[src/design/iobad_pkg.sv]
// Shared types and constants for the I/O bus address decoder.
package iobad_pkg;

  // Input beat: one bus access.
  typedef struct packed {
    logic        op;
    logic [1:0]  access_size;
    logic [31:0] address;
    logic [31:0] write_data;
  } in_beat_t;

  // Result beat: decoded target.
  typedef struct packed {
    logic [3:0]  route;
    logic [28:0] target_offset;
    logic [31:0] read_data;
    logic        invalidate;
    logic [31:0] invalidate_address;
  } out_beat_t;

  // Operation codes
  localparam logic OP_READ  = 1'b0;
  localparam logic OP_WRITE = 1'b1;

  // Access size codes
  localparam logic [1:0] SZ_BYTE = 2'd0;
  localparam logic [1:0] SZ_HALF = 2'd1;
  localparam logic [1:0] SZ_WORD = 2'd2;
  localparam logic [1:0] SZ_RSVD = 2'd3;

  // Route codes
  localparam logic [3:0] RT_RAM      = 4'd0;
  localparam logic [3:0] RT_EXP      = 4'd1;
  localparam logic [3:0] RT_SCRATCH  = 4'd2;
  localparam logic [3:0] RT_HWREGS   = 4'd3;
  localparam logic [3:0] RT_HW4      = 4'd4;
  localparam logic [3:0] RT_ROM      = 4'd5;
  localparam logic [3:0] RT_ROM1     = 4'd6;
  localparam logic [3:0] RT_MBSTORE  = 4'd7;
  localparam logic [3:0] RT_SOUND    = 4'd8;
  localparam logic [3:0] RT_BAY      = 4'd9;
  localparam logic [3:0] RT_INTERNAL = 4'd10;
  localparam logic [3:0] RT_UNMAPPED = 4'd11;

  // Mailbox register indexes with special rules
  localparam logic [3:0] MB_BASE_IDX = 4'd0;
  localparam logic [3:0] MB_SET_IDX  = 4'd1;
  localparam logic [3:0] MB_CLR_IDX  = 4'd2;
  localparam logic [3:0] MB_OR_IDX   = 4'd3;
  localparam logic [3:0] MB_TGL_IDX  = 4'd4;
  localparam logic [3:0] MB_ZERO_IDX = 4'd6;

  // Region pages (masked to 13 bits where noted)
  localparam logic [12:0] T_SCRATCH = 13'h1f80;
  localparam logic [12:0] T_HW4     = 13'h1f40;
  localparam logic [12:0] T_MAILBOX = 13'h1d00;
  localparam logic [12:0] T_BAY     = 13'h1000;
  localparam logic [12:0] T_SOUND   = 13'h1f90;
  localparam logic [15:0] P_EXP     = 16'h1f00;
  localparam logic [15:0] P_MB_A    = 16'h1d00;
  localparam logic [15:0] P_MB_B    = 16'hbd00;
  localparam logic [15:0] P_ROM_A   = 16'h1fc0;
  localparam logic [15:0] P_ROM_B   = 16'h9fc0;
  localparam logic [15:0] P_ROM_C   = 16'hbfc0;
  localparam logic [15:0] P_ROM1_A  = 16'h1e00;
  localparam logic [15:0] P_ROM1_B  = 16'h9e00;
  localparam logic [15:0] P_ROM1_C  = 16'hbe00;
  localparam logic [15:0] ROM_MASK  = 16'hffc0;
  localparam logic [15:0] ROM1_MASK = 16'hfffc;
  localparam logic [8:0]  RAM_SEG_A = 9'h000;
  localparam logic [8:0]  RAM_SEG_B = 9'h100;
  localparam logic [8:0]  RAM_SEG_C = 9'h140;
  localparam logic [28:0] HWREGS_BASE = 29'h1f801000;

  // Write-control register
  localparam logic [31:0] CTRL_ADDR = 32'hfffe0130;
  localparam logic [31:0] CTL_OFF_A = 32'h00000800;
  localparam logic [31:0] CTL_OFF_B = 32'h00000804;
  localparam logic [31:0] CTL_OFF_C = 32'h00000c00;
  localparam logic [31:0] CTL_OFF_D = 32'h00000c04;
  localparam logic [31:0] CTL_OFF_E = 32'h00000cc0;
  localparam logic [31:0] CTL_OFF_F = 32'h00000cc4;
  localparam logic [31:0] CTL_OFF_G = 32'h000000c4;
  localparam logic [31:0] CTL_ON_A  = 32'h0001e988;
  localparam logic [31:0] CTL_ON_B  = 32'h0001edd8;

  // Mailbox read/toggle constants
  localparam logic [31:0] MB_HALF_OR = 32'h00000002;
  localparam logic [31:0] MB_WORD_OR = 32'hf0000002;
  localparam logic [31:0] TGL_HI_SEL = 32'h000000a0;
  localparam logic [31:0] TGL_BITS   = 32'h000000f0;
  localparam logic [3:0]  TGL_NIBBLE = 4'h2;

endpackage

[src/design/io_bus_address_decoder.sv]
// I/O bus address decoder: region decode, mailbox registers and write control.
//
// Usage
//   Input channel (in_valid/in_ready/in_data) carries one bus access per beat:
//   op, access_size, address and write_data. The result channel
//   (out_valid/out_ready/out_data) returns exactly one beat per access with the
//   target route, offset, internal read data and the code-invalidate request.
//   Accesses are handled strictly in order; mailbox, write-control and RAM
//   write-enable updates from one access are seen by the next.
// Timing
//   Two register stages: an input register and a result register. A beat
//   accepted moves from the input register to the result register and out_*.
//   Throughput is one beat per cycle while out_ready is high; the decode between
//   the two registers is a few compares, one small constant page table and a 16:1 mailbox mux.
// Reset
//   rst_n is synchronous, active low. Both stages empty, RAM writes enabled,
//   write control zero, mailbox words zero.
// Stalls
//   With out_ready low the result beat holds and the input register keeps one
//   more beat; in_ready drops only when both are full. State is updated as a
//   beat moves into the result register, so stalls never repeat an update.
module io_bus_address_decoder #(
  parameter int RAM_PAGES     = 32,  // 1..128
  parameter int MAILBOX_WORDS = 16   // 8..16
) (
  input  logic                 clk,
  input  logic                 rst_n,
  input  logic                 in_valid,
  output logic                 in_ready,
  input  iobad_pkg::in_beat_t  in_data,
  output logic                 out_valid,
  input  logic                 out_ready,
  output iobad_pkg::out_beat_t out_data
);

  localparam int MB_IW = (MAILBOX_WORDS > 1) ? $clog2(MAILBOX_WORDS) : 1;
  localparam logic [4:0] MB_CNT = 5'(MAILBOX_WORDS);
  localparam logic [MB_IW-1:0] I_SET  = MB_IW'(iobad_pkg::MB_SET_IDX);
  localparam logic [MB_IW-1:0] I_CLR  = MB_IW'(iobad_pkg::MB_CLR_IDX);
  localparam logic [MB_IW-1:0] I_OR   = MB_IW'(iobad_pkg::MB_OR_IDX);
  localparam logic [MB_IW-1:0] I_TGL  = MB_IW'(iobad_pkg::MB_TGL_IDX);
  localparam logic [MB_IW-1:0] I_ZERO = MB_IW'(iobad_pkg::MB_ZERO_IDX);

  // Pipeline registers
  logic                 s1_valid_r;
  iobad_pkg::in_beat_t  s1_r;
  logic                 out_valid_r;
  iobad_pkg::out_beat_t out_r;
  logic                 s1_adv;

  // Architectural state
  logic        rwe_r, rwe_nxt;
  logic [31:0] wctl_r, wctl_nxt;
  logic [31:0] mb_r   [MAILBOX_WORDS];
  logic [31:0] mb_nxt [MAILBOX_WORDS];

  // Decode fields of the staged access
  logic [1:0]  sz;
  logic [31:0] a;
  logic [31:0] v;
  logic [15:0] page;
  logic [12:0] t;
  logic [15:0] lo;
  logic [3:0]  sel;
  logic [MB_IW-1:0] sel_i;
  logic        sel_ok;
  logic [31:0] mb_sel_rd;
  logic        is_ram, is_exp, is_rom, is_rom1, is_mbs, rd_hit, wr_hit;
  logic [3:0]  rd_route;
  logic [28:0] rd_off, ram_off;
  logic [31:0] tog, tsel;
  logic [6:0]  ram_mod [128];
  iobad_pkg::out_beat_t res_nxt;

  // Page -> RAM bank table, fixed at elaboration
  for (genvar i = 0; i < 128; i++) begin : g_ram_mod
    assign ram_mod[i] = 7'(i % RAM_PAGES);
  end

  // Handshake
  assign s1_adv    = s1_valid_r && (!out_valid_r || out_ready);
  assign in_ready  = !s1_valid_r || s1_adv;
  assign out_valid = out_valid_r;
  assign out_data  = out_r;

  // Operand shaping: size code 3 behaves as a word; narrow stores masked
  assign sz   = (s1_r.access_size == iobad_pkg::SZ_RSVD) ? iobad_pkg::SZ_WORD
                                                          : s1_r.access_size;
  assign a    = s1_r.address;
  assign v    = (sz == iobad_pkg::SZ_BYTE) ? {24'b0, s1_r.write_data[7:0]}  :
                (sz == iobad_pkg::SZ_HALF) ? {16'b0, s1_r.write_data[15:0]} :
                                             s1_r.write_data;
  assign page = a[31:16];
  assign t    = a[28:16];
  assign lo   = a[15:0];
  assign sel  = a[7:4];
  assign sel_i  = sel[MB_IW-1:0];
  assign sel_ok = {1'b0, sel} < MB_CNT;
  assign mb_sel_rd = sel_ok ? mb_r[sel_i] : 32'b0;

  // Region matches
  assign is_ram  = (a[31:23] == iobad_pkg::RAM_SEG_A) || (a[31:23] == iobad_pkg::RAM_SEG_B) ||
                   (a[31:23] == iobad_pkg::RAM_SEG_C);
  assign is_exp  = page == iobad_pkg::P_EXP;
  assign is_rom  = ((page & iobad_pkg::ROM_MASK) == iobad_pkg::P_ROM_A) ||
                   ((page & iobad_pkg::ROM_MASK) == iobad_pkg::P_ROM_B) ||
                   ((page & iobad_pkg::ROM_MASK) == iobad_pkg::P_ROM_C);
  assign is_rom1 = ((page & iobad_pkg::ROM1_MASK) == iobad_pkg::P_ROM1_A) ||
                   ((page & iobad_pkg::ROM1_MASK) == iobad_pkg::P_ROM1_B) ||
                   ((page & iobad_pkg::ROM1_MASK) == iobad_pkg::P_ROM1_C);
  assign is_mbs  = (page == iobad_pkg::P_MB_A) || (page == iobad_pkg::P_MB_B);
  assign ram_off = {6'b0, ram_mod[page[6:0]], lo};
  assign rd_hit  = is_ram || is_exp || is_rom || is_rom1 || is_mbs;
  assign wr_hit  = (rwe_r && is_ram) || is_exp;

  // Read map route/offset, in priority order
  always_comb begin
    priority if (is_ram) begin
      rd_route = iobad_pkg::RT_RAM;
      rd_off   = ram_off;
    end else if (is_exp) begin
      rd_route = iobad_pkg::RT_EXP;
      rd_off   = {13'b0, lo};
    end else if (is_rom) begin
      rd_route = iobad_pkg::RT_ROM;
      rd_off   = {7'b0, page[5:0], lo};
    end else if (is_rom1) begin
      rd_route = iobad_pkg::RT_ROM1;
      rd_off   = {11'b0, page[1:0], lo};
    end else begin
      rd_route = iobad_pkg::RT_MBSTORE;
      rd_off   = {13'b0, lo};
    end
  end

  // Toggle rule for mailbox word 4
  always_comb begin
    tsel = v & iobad_pkg::TGL_BITS;
    tog  = mb_r[I_TGL];
    if (|(v & iobad_pkg::TGL_HI_SEL)) begin
      tog = {tog[31:16], iobad_pkg::TGL_NIBBLE, tog[11:0]};
    end
    if (|(tog & tsel)) begin
      tog = tog & ~tsel;
    end else begin
      tog = tog | tsel;
    end
  end

  // Main decode and state update
  always_comb begin
    res_nxt.route              = iobad_pkg::RT_UNMAPPED;
    res_nxt.target_offset      = a[28:0];
    res_nxt.read_data          = 32'b0;
    res_nxt.invalidate         = 1'b0;
    res_nxt.invalidate_address = 32'b0;
    mb_nxt   = mb_r;
    rwe_nxt  = rwe_r;
    wctl_nxt = wctl_r;

    priority if (t == iobad_pkg::T_SCRATCH) begin
      if (a[28:0] < iobad_pkg::HWREGS_BASE) begin
        res_nxt.route         = iobad_pkg::RT_SCRATCH;
        res_nxt.target_offset = {13'b0, lo};
      end else begin
        res_nxt.route = iobad_pkg::RT_HWREGS;
      end
    end else if (sz == iobad_pkg::SZ_BYTE && t == iobad_pkg::T_HW4) begin
      res_nxt.route = iobad_pkg::RT_HW4;
    end else if (s1_r.op == iobad_pkg::OP_READ) begin
      priority if (rd_hit) begin
        if (sz != iobad_pkg::SZ_BYTE && t == iobad_pkg::T_MAILBOX) begin
          res_nxt.route = iobad_pkg::RT_INTERNAL;
          priority if (sel == iobad_pkg::MB_BASE_IDX || sel == iobad_pkg::MB_SET_IDX ||
                       (sz == iobad_pkg::SZ_WORD &&
                        (sel == iobad_pkg::MB_CLR_IDX || sel == iobad_pkg::MB_OR_IDX))) begin
            res_nxt.read_data = mb_sel_rd;
          end else if (sel == iobad_pkg::MB_TGL_IDX) begin
            res_nxt.read_data = mb_r[I_TGL] | ((sz == iobad_pkg::SZ_HALF) ?
                                iobad_pkg::MB_HALF_OR : iobad_pkg::MB_WORD_OR);
          end else if (sel == iobad_pkg::MB_ZERO_IDX) begin
            res_nxt.read_data = 32'b0;
          end else begin
            res_nxt.route         = iobad_pkg::RT_SCRATCH;
            res_nxt.target_offset = {13'b0, lo};
          end
          if (sz == iobad_pkg::SZ_HALF) begin
            res_nxt.read_data = {16'b0, res_nxt.read_data[15:0]};
          end
        end else begin
          res_nxt.route         = rd_route;
          res_nxt.target_offset = rd_off;
        end
      end else if (t == iobad_pkg::T_BAY) begin
        res_nxt.route = iobad_pkg::RT_BAY;
      end else if (sz == iobad_pkg::SZ_HALF && t == iobad_pkg::T_SOUND) begin
        res_nxt.route = iobad_pkg::RT_SOUND;
      end else if (sz == iobad_pkg::SZ_WORD && a == iobad_pkg::CTRL_ADDR) begin
        res_nxt.route     = iobad_pkg::RT_INTERNAL;
        res_nxt.read_data = wctl_r;
      end else begin
        res_nxt.route = iobad_pkg::RT_UNMAPPED;
      end
    end else begin
      priority if (wr_hit) begin
        res_nxt.route              = is_exp ? iobad_pkg::RT_EXP : iobad_pkg::RT_RAM;
        res_nxt.target_offset      = is_exp ? {13'b0, lo} : ram_off;
        res_nxt.invalidate         = 1'b1;
        res_nxt.invalidate_address = {a[31:2], 2'b00};
      end else if (sz == iobad_pkg::SZ_WORD && a == iobad_pkg::CTRL_ADDR) begin
        res_nxt.route = iobad_pkg::RT_INTERNAL;
        wctl_nxt      = v;
        unique case (v)
          iobad_pkg::CTL_OFF_A, iobad_pkg::CTL_OFF_B, iobad_pkg::CTL_OFF_C,
          iobad_pkg::CTL_OFF_D, iobad_pkg::CTL_OFF_E, iobad_pkg::CTL_OFF_F,
          iobad_pkg::CTL_OFF_G: begin
            rwe_nxt = 1'b0;
          end
          iobad_pkg::CTL_ON_A, iobad_pkg::CTL_ON_B: begin
            rwe_nxt = 1'b1;
          end
          default: begin
            rwe_nxt = rwe_r;
          end
        endcase
      end else if (t == iobad_pkg::T_MAILBOX) begin
        res_nxt.route = iobad_pkg::RT_INTERNAL;
        priority if (sz == iobad_pkg::SZ_HALF && sel == iobad_pkg::MB_SET_IDX) begin
          mb_nxt[I_SET] = {mb_r[I_SET][31:16], v[15:0]};
        end else if (sz == iobad_pkg::SZ_WORD && sel == iobad_pkg::MB_SET_IDX) begin
          mb_nxt[I_SET] = v;
        end else if (sz == iobad_pkg::SZ_WORD && sel == iobad_pkg::MB_CLR_IDX) begin
          mb_nxt[I_CLR] = mb_r[I_CLR] & ~v;
        end else if (sz == iobad_pkg::SZ_WORD && sel == iobad_pkg::MB_OR_IDX) begin
          mb_nxt[I_OR] = mb_r[I_OR] | v;
        end else if (sz != iobad_pkg::SZ_BYTE && sel == iobad_pkg::MB_TGL_IDX) begin
          mb_nxt[I_TGL] = tog;
        end else if (sz != iobad_pkg::SZ_BYTE && sel == iobad_pkg::MB_ZERO_IDX) begin
          mb_nxt[I_ZERO] = 32'b0;
        end else begin
          res_nxt.route         = iobad_pkg::RT_MBSTORE;
          res_nxt.target_offset = {13'b0, lo};
          if (sz == iobad_pkg::SZ_WORD && sel_ok) begin
            mb_nxt[sel_i] = v;
          end
        end
      end else if (t == iobad_pkg::T_BAY) begin
        res_nxt.route = iobad_pkg::RT_BAY;
      end else if (sz == iobad_pkg::SZ_HALF && t == iobad_pkg::T_SOUND) begin
        res_nxt.route = iobad_pkg::RT_SOUND;
      end else begin
        res_nxt.route = iobad_pkg::RT_UNMAPPED;
      end
    end
  end

  // Input register
  always_ff @(posedge clk) begin
    if (!rst_n) begin
      s1_valid_r <= 1'b0;
    end else if (in_ready) begin
      s1_valid_r <= in_valid;
    end
    if (in_valid && in_ready) begin
      s1_r <= in_data;
    end
  end

  // Result register
  always_ff @(posedge clk) begin
    if (!rst_n) begin
      out_valid_r <= 1'b0;
    end else if (s1_adv) begin
      out_valid_r <= 1'b1;
    end else if (out_ready) begin
      out_valid_r <= 1'b0;
    end
    if (s1_adv) begin
      out_r <= res_nxt;
    end
  end

  // State commits as the beat moves into the result register
  always_ff @(posedge clk) begin
    if (!rst_n) begin
      rwe_r  <= 1'b1;
      wctl_r <= 32'b0;
      for (int i = 0; i < MAILBOX_WORDS; i++) begin
        mb_r[i] <= 32'b0;
      end
    end else if (s1_adv) begin
      rwe_r  <= rwe_nxt;
      wctl_r <= wctl_nxt;
      for (int i = 0; i < MAILBOX_WORDS; i++) begin
        mb_r[i] <= mb_nxt[i];
      end
    end
  end

endmodule

[config.mk]
export PLATFORM = sky130hd
export DESIGN_NAME = io_bus_address_decoder
export DESIGN_NICKNAME = d
export VERILOG_FILES = /design/src/design/iobad_pkg.sv /design/src/design/io_bus_address_decoder.sv
export SDC_FILE = /design/constraint.sdc
export NUM_CORES = 1
export LEC_CHECK = 0
export BUFFER_PORTS_ARGS = -buffer_cell sky130_fd_sc_hd__buf_2
export CELL_PAD_IN_SITES_DETAIL_PLACEMENT = 1
export CELL_PAD_IN_SITES_GLOBAL_PLACEMENT = 2
export CORE_UTILIZATION = 38
export DETAILED_ROUTE_END_ITERATION = 8
export GPL_ROUTABILITY_DRIVEN = 0
export GPL_TIMING_DRIVEN = 0
export PLACE_DENSITY = 0.87
export SYNTH_ARGS = -nofsm -noshare
export SYNTH_HDL_FRONTEND = slang
export SYNTH_SLANG_ARGS = --single-unit
[constraint.sdc]
create_clock -name clk -period 16 [get_ports clk]
set_input_delay 0.8 -clock clk [delete_from_list [all_inputs] [get_ports clk]]
set_output_delay 0.8 -clock clk [all_outputs]
set_load 0.1 [all_outputs]
==> results of run 1 <==
## worst max-delay path by stage
stage	start	endpoint	slack [ps]	cells after the start
2_1_floorplan	out_valid$_SDFFE_PN0P_	out_data[10]$_SDFFCE_PP0P_	10210	2
3_3_place_gp	out_ready	out_data[36]$_SDFFCE_PP0P_	8630	3
3_5_place_dp	a[5]$_DFFE_PP_	out_data[54]$_SDFFCE_PP0P_	11740	8
4_1_cts	a[5]$_DFFE_PP_	out_data[54]$_SDFFCE_PP0P_	11710	8
5_1_grt	a[5]$_DFFE_PP_	out_data[54]$_SDFFCE_PP0P_	11490	8
6_report	s1_r[65]$_DFFE_PP_	out_data[44]$_SDFFCE_PP0P_	11600	9
## cells by family after synthesis
logic type | Yosys count | share of synthesized area [%]
xor+xnor | 1 | 0.0516
simple gates | 676 | 19.0
flops | 406 | 57.5
mux | 30 | 2.52
buf+inv | 226 | 5.49
compound gates | 406 | 15.3
other cells | 1 | 0.0221
## flip-flops by register name, indices dropped and copies added, names as in the netlist, named ones only
signal	cells
mb_r	204
out_data	96
s1_r	35
a	32
wctl_r	32
out_valid	1
rwe_r	1
s1_valid_r	1
## layer usage
layer / up-vias / global-route usage, % / share of wire [%]
met5: - / 0 / 0
li1: 6519 / - / -
met2: 571 / 45.6 / 46
met4: 0 / 11.8 / 4.3
met3: 146 / 4.93 / 6.6
met1: 7186 / 36.0 / 43
## stage by stage
step	std cells	worst slack, ps	area [sq um]
detailed placement	2512	11740	18600
CTS	2591	11710	20000
global placement	2509	8630	18600
finish	2593	11600	20000
global route	2591	11490	20000
floorplan	1749	10210	17000
## worst register-to-register path, delay by kind of cell, from the launching register on
family                 cells  cell delay (ps)
buffers and inverters      4             2250
DFF                        1              320
AOI/OAI and AO/OA          1               90
and+or+nand+nor            4             1480
## area by class of cell
| class | count | area, sq um |
|---|---|---|
| fill | 5073 | 24100 |
| sequential | 406 | 9760 |
| multi-input combinational | 1117 | 6290 |
| clock buffer | 68 | 1280 |
| timing repair buffer | 171 | 901 |
| buffer | 217 | 897 |
| tap | 592 | 741 |
| clock inverter | 11 | 105 |
| inverter | 9 | 33.8 |
| antenna | 2 | 5.00 |
## cell usage in the layout, fill, tap and decap left out, types with 8 or more instances in the layout
cell / instances
a21boi_0: 35
a21boi_1: 62
a21oi_1: 58
a221oi_1: 11
a31oi_1: 9
a32oi_1: 12
and2_1: 61
and3_1: 14
buf_1: 20
buf_2: 189
clkbuf_1: 182
clkbuf_16: 45
dfxtp_1: 243
edfxtp_1: 163
inv_1: 8
mux2_2: 12
mux2i_1: 9
mux4_2: 9
nand2_1: 353
nand2b_1: 10
nand3_1: 77
nand4_1: 12
nor2_1: 43
nor2b_1: 8
nor3_1: 20
nor4_1: 17
o211ai_1: 14
o21a_1: 12
o21ai_0: 149
or4_1: 12
## power by group
| part | switching, W | internal, W |
|---|---|---|
| combinational | 0.000169 | 0.0000392 |
| clock | 0.000420 | 0.000582 |
| sequential | 0.0000130 | 0.00110 |
| total | 0.000602 | 0.00172 |
==> impl_metrics.csv, run 1 <==
group,metric,value,unit
power_and_ir_drop,peakVddDrop,70.2,uV
logic_synthesis,synth_cell_types,74,
critical_path,cp.arrival,4700,ps
detailed_routing,vias,14400,
logic_synthesis,synth.most_common_cell,"nand2_1",
grt,grt_usage,27.8,%
floorplan,rows,77,
detailed_routing,routed_wl,62700,microns
sta,rsz0062_at_grt,"no",
place,io_buffers,168,
grt,grt.overflow.total,0,
cells_and_area,fin_util,45.4,%
critical_path,crit_top_cell,"clkbuf_1",
critical_path,critPathRequiredTime,16300,ps
detailed_routing,viasPerCell,5.56,
logic_synthesis,yosysSeqAreaShare,57.5,%
detailed_routing,drt-wirelength-per-cell,24.2,microns
power_and_ir_drop,p_per_area,116,nW/um^2
clocking,cts_resized,0,
sta,fin_worst_skew,27.2,ps
sta,relSlewSlack,25.6,%
detailed_routing,ant_nets,0,
power_and_ir_drop,cellLeakagePower,6.90,nW
detailed_routing,drt_iter0_markers,1237,
sta,finalHoldViolCount,0,
critical_path,r2r_cells,9,
critical_path,reg2reg_slack,11600,ps
clocking,post-cts-setup-buffers,0,
floorplan,core,44100,sq um
critical_path,critPathKind,"reg -> reg",
logic_synthesis,yosys-top-cells-area,"edfxtp_1 29%, dfxtp_1 29%, nand2_1 7.8%, o21ai_0 4.4%, clkbuf_1 3.7%",
logic_synthesis,synthesis.area,17000,sq um
cells_and_area,synthToLayoutAreaGrowth,18.0,%
outcome,status,"complete, no violations",
clocking,ctsHoldBuffers,0,
logic_synthesis,synth_common_cells,"353 x nand2_1, 243 x dfxtp_1, 166 x clkbuf_1, 163 x edfxtp_1, 149 x o21ai_0",
clocking,clkTransAtPathRegs,60,ps
logic_synthesis,async_flop_share,0,%
clocking,cts_buffers,43,
logic_synthesis,synth_top_area_share,28.9,%
floorplan,dieArea,45500,sq um
sta,timing.setup.tns,0,ps
floorplan,io_pins,171,
logic_synthesis,synth-edff-count,163,
hold_path,worstHoldStart,"in_data[23]",
critical_path,r2r-start,"s1_r[65]$_DFFE_PP_",
cells_and_area,drive_gt1_share,15.5,%
logic_synthesis,syn-instance-count,1746,
logic_synthesis,synth.ff_latch_count,406,
critical_path,critPathBufInv,4,
power_and_ir_drop,power.total,0.00232,W
critical_path,cp_slowest_stage_delay,710,ps
floorplan,die_w,213,microns
hold_path,hp-class,"in -> reg",
clocking,cts_buffer_depth,3,
grt,antenna_found_initial,2,
sta,holdWs,382,ps
sta,worst_slew_pin_slew,1110,ps
sta,max_freq,227,MHz
cells_and_area,nNetsFinal,2036,
critical_path,cp_top_family,"buffers and inverters",
grt,grt_max_degree,38,
detailed_routing,drc_errors,0,
sta,post-route-min-period,4400,ps
logic_synthesis,yosys.area.top_type,"edfxtp_1",
critical_path,setup.worst_path.end_class,"flop",
floorplan,die_h,213,microns
sta,fin_crit_sh,27.5,%
logic_synthesis,synth_warnings,0,
logic_synthesis,syn_avg_cell_area,9.71,sq um
clocking,htree_levels,2,
sta,finalSetupViolations,0,
place,hpwl,45800,microns
clocking,cts_sinks,406,
critical_path,crit_chain,"clkbuf_1 -> clkbuf_1 -> nor2b_1 -> nor2_1 -> clkbuf_1 -> clkbuf_1 -> nand4_1 -> nand4_1 -> a21oi_1",
grt,grt_pass1_vias,14900,
clocking,cts_tree,"done",
job,drv_cap,0,
detailed_routing,drt-pass1-iter-count,5,
clocking,clock_latency,590,ps
hold_path,whs_endpoint,"s1_r[23]$_DFFE_PP_",
critical_path,reg2reg_to,"out_data[44]$_SDFFCE_PP0P_",
clocking,clockRootBuffer,"clkbuf_16",
floorplan,start_util,38.4,%
logic_synthesis,ys.flop_type,"dfxtp_1",
critical_path,cpMaxStageDelayCell,"clkbuf_1",
grt,grt_pass1_wl,93100,microns
sta,drv_slew,0,
hold_path,hold_path_depth,1,
critical_path,start_kind,"flop",
critical_path,path_max_fanout,10,
(Power assumes the default switching activity.)
==> run 2, diff against run 1 <==
--- a/config.mk
+++ b/config.mk
@@ -5,14 +5,15 @@
 export SDC_FILE = /design/constraint.sdc
 export NUM_CORES = 1
 export LEC_CHECK = 0
+export ABC_AREA = 1
 export BUFFER_PORTS_ARGS = -buffer_cell sky130_fd_sc_hd__buf_2
 export CELL_PAD_IN_SITES_DETAIL_PLACEMENT = 1
 export CELL_PAD_IN_SITES_GLOBAL_PLACEMENT = 2
-export CORE_UTILIZATION = 38
+export CORE_UTILIZATION = 35
 export DETAILED_ROUTE_END_ITERATION = 8
 export GPL_ROUTABILITY_DRIVEN = 0
 export GPL_TIMING_DRIVEN = 0
-export PLACE_DENSITY = 0.87
+export PLACE_DENSITY = 0.83
 export SYNTH_ARGS = -nofsm -noshare
 export SYNTH_HDL_FRONTEND = slang
 export SYNTH_SLANG_ARGS = --single-unit
==> constraint.sdc (replaced) <==
create_clock -name clk -period 4.4 [get_ports clk]
set_input_delay 0.22 -clock clk [delete_from_list [all_inputs] [get_ports clk]]
set_output_delay 0.22 -clock clk [all_outputs]
set_load 0.1 [all_outputs]
==> run 2 against run 1 <==
  * Non-clock buffer count is 81 higher
  * Clock skew is 9.3 ps lower
  * Design area is 20% higher
  * Critical path type unchanged
==> impl_metrics.csv, run 2 <==
group,metric,value,unit
cells_and_area,nNetsFinal,2657,
power_and_ir_drop,peakVddDrop,285,uV
floorplan,die_w,240,microns
cells_and_area,multi_input_comb_area,6890,sq um
grt,grt_usage,28.4,%
critical_path,start_kind,"flop",
clocking,clkTransAtPathRegs,60,ps
detailed_routing,drt-wirelength-per-cell,24.4,microns
floorplan,io_pins,171,
clocking,cts_sinks,461,
logic_synthesis,syn_avg_cell_area,8.66,sq um
logic_synthesis,synthesis.area,19800,sq um
sta,timing.setup.tns,0,ps
logic_synthesis,synth.ff_latch_count,461,
detailed_routing,vias,18300,
place,io_buffers,167,
grt,top_usage_layer,"met2",
cells_and_area,drive_gt1_share,15.9,%
detailed_routing,drt-pass1-iter-count,5,
sta,drv_slew,0,
logic_synthesis,synth-adder-area-share,0,%
logic_synthesis,synth_top_family_by_area,"compound AO/OA/AOI/OAI gates",
floorplan,core,55500,sq um
cells_and_area,synthToLayoutAreaGrowth,21.4,%
critical_path,cp.arrival,4710,ps
cells_and_area,regMostFlops,"mb_r",
hold_path,worstHoldStart,"in_data[28]",
hold_path,hp-class,"in -> reg",
critical_path,path_max_fanout,10,
outcome,status,"complete, no violations",
clocking,clock_latency,610,ps
critical_path,r2r-start,"a[7]$_DFFE_PP_",
sta,fin_crit_sh,96.9,%
clocking,clockRootBuffer,"clkbuf_16",
grt,antenna_found_initial,3,
logic_synthesis,synth-edff-count,163,
floorplan,die_h,240,microns
logic_synthesis,synth_cell_types,47,
logic_synthesis,syn-instance-count,2291,
sta,max_freq,235,MHz
power_and_ir_drop,p_per_area,414,nW/um^2
sta,worst_slew_pin_slew,1460,ps
detailed_routing,drc_errors,0,
logic_synthesis,synthMuxAreaShare,0,%
sta,finalHoldViolCount,0,
logic_synthesis,yosysSeqAreaShare,54.7,%
critical_path,critPathRequiredTime,4840,ps
sta,post-route-min-period,4260,ps
clocking,cts_buffer_depth,3,
critical_path,setup.worst_path.end_class,"flop",
floorplan,dieArea,57700,sq um
clocking,htree_levels,2,
critical_path,critPathKind,"reg -> reg",
grt,grt.overflow.total,0,
cells_and_area,ff_latch_area,10900,sq um
critical_path,cp-startpoint,"a[7]$_DFFE_PP_",
logic_synthesis,synth_xor_area_share,0,%
sta,relSlewSlack,2.05,%
logic_synthesis,synth_top_area_share,30.1,%
power_and_ir_drop,cellLeakagePower,9.56,nW
sta,fin_worst_skew,17.9,ps
job,drv_cap,0,
logic_synthesis,ys.flop_type,"dfxtp_1",
floorplan,start_util,35.7,%
clocking,cts_buffers,52,
detailed_routing,drt_iter0_markers,1512,
logic_synthesis,synth.most_common_cell,"dfxtp_1",
grt,grt_pass1_vias,18700,
logic_synthesis,synth_common_cells,"298 x dfxtp_1, 262 x inv_1, 260 x nor2_1, 252 x nand2_1, 224 x a21oi_1",
sta,rsz0062_at_grt,"no",
grt,grt_max_degree,68,
power_and_ir_drop,power.total,0.00998,W
cells_and_area,fin_util,43.4,%
grt,use_met2,48.5,%
logic_synthesis,synth-simple-area-share,16.5,%
cells_and_area,fillerInstances,6586,
place,hpwl,61500,microns
logic_synthesis,yosys.area.top_type,"dfxtp_1",
logic_synthesis,async_flop_share,0,%
cells_and_area,largest_register_ffs,259,
cells_and_area,mostFrequentLayoutCell,"dfxtp_1",
logic_synthesis,synth_warnings,0,
logic_synthesis,yosys-top-cells-area,"dfxtp_1 30%, edfxtp_1 25%, a21oi_1 5.6%, inv_1 5.0%, nor2_1 4.9%",
logic_synthesis,synth_compound_area_share,18.2,%
grt,grtUsageMet3,4.80,%
sta,holdWs,318,ps
detailed_routing,viasPerCell,5.41,
clocking,cts_tree,"done",
detailed_routing,routed_wl,82300,microns
sta,finalSetupViolations,0,
grt,grtUsageMet1,35.1,%
floorplan,rows,86,
grt,grt_pass1_wl,120000,microns
detailed_routing,ant_nets,0,
cells_and_area,mostFrequentLayoutCells,"298 x dfxtp_1, 260 x inv_1, 260 x nor2_1, 252 x nand2_1, 224 x a21oi_1",
==> run 2: final timing paths <==
path / to / slack, ps / cells past startpoint
hold reg to reg: mb_r[383]$_SDFFE_PN0P_ / 430 / 2
setup reg to reg: out_data[62]$_SDFFCE_PP0P_ / 140 / 8
hold / removal: s1_r[28]$_DFFE_PP_ / 320 / 2
setup / recovery: out_data[62]$_SDFFCE_PP0P_ / 140 / 8
==> run 2: power breakdown <==
group	total [W]	switching, W	leakage, nW	internal [W]
Sequential	0.00456	0.0000683	3.98	0.00449
Clock	0.00447	0.00186	0.845	0.00261
Combinational	0.000952	0.000760	4.73	0.000193
Total	0.00998	0.00269	9.56	0.00730
==> run 2: what timing repair did <==
item / CTS / global route
hold endpoints to repair: 69 / 0
hold buffers: 69 / 0
setup buffers: 0 / 0
resized for setup: 0 / 0
==> run 2: cell families (layout without fill, tap and decap cells) <==
family,Yosys count,after routing
and+or+nand+nor,724,724
buffers and inverters,519,853
other,1,6
DFF,461,461
AOI/OAI and AO/OA,586,586
==> run 2: critical path, cell delays in order (launching register included) <==
cell       delay, ps
edfxtp_1         480
nor2_2           580
o21ai_1          700
inv_1            480
clkbuf_1         690
o2111ai_1        270
o21ai_0          640
nand2_1          110
a21oi_1          150
==> run 2: layer usage <==
layer  up-vias  part of all wire (%)
li1       8273                     -
met1      9085                    41
met2       708                    48
met3       205                   6.3
met4         4                   4.4
met5         -                 0.036
==> run 2: stage by stage <==
| step | worst slack, ps | cells | instance area (sq um) |
|---|---|---|---|
| finish | 136 | 3378 | 24100 |
| global route | 154 | 3376 | 24100 |
| CTS | 314 | 3376 | 24100 |
| detailed placement | 321 | 3211 | 21700 |
| global placement | -280 | 3209 | 21600 |
| floorplan | 564 | 2294 | 19900 |
==> run 2: area by class of cell <==
class	count	share of cell area, %
Tap cell	748	3.88
Timing Repair Buffer	238	6.56
Antenna cell	2	0.0208
Clock buffer	64	5.84
Multi-Input combinational cell	1314	28.6
Sequential cell	461	45.1
Clock inverter	32	1.27
Buffer	231	4.26
Inverter	288	4.51
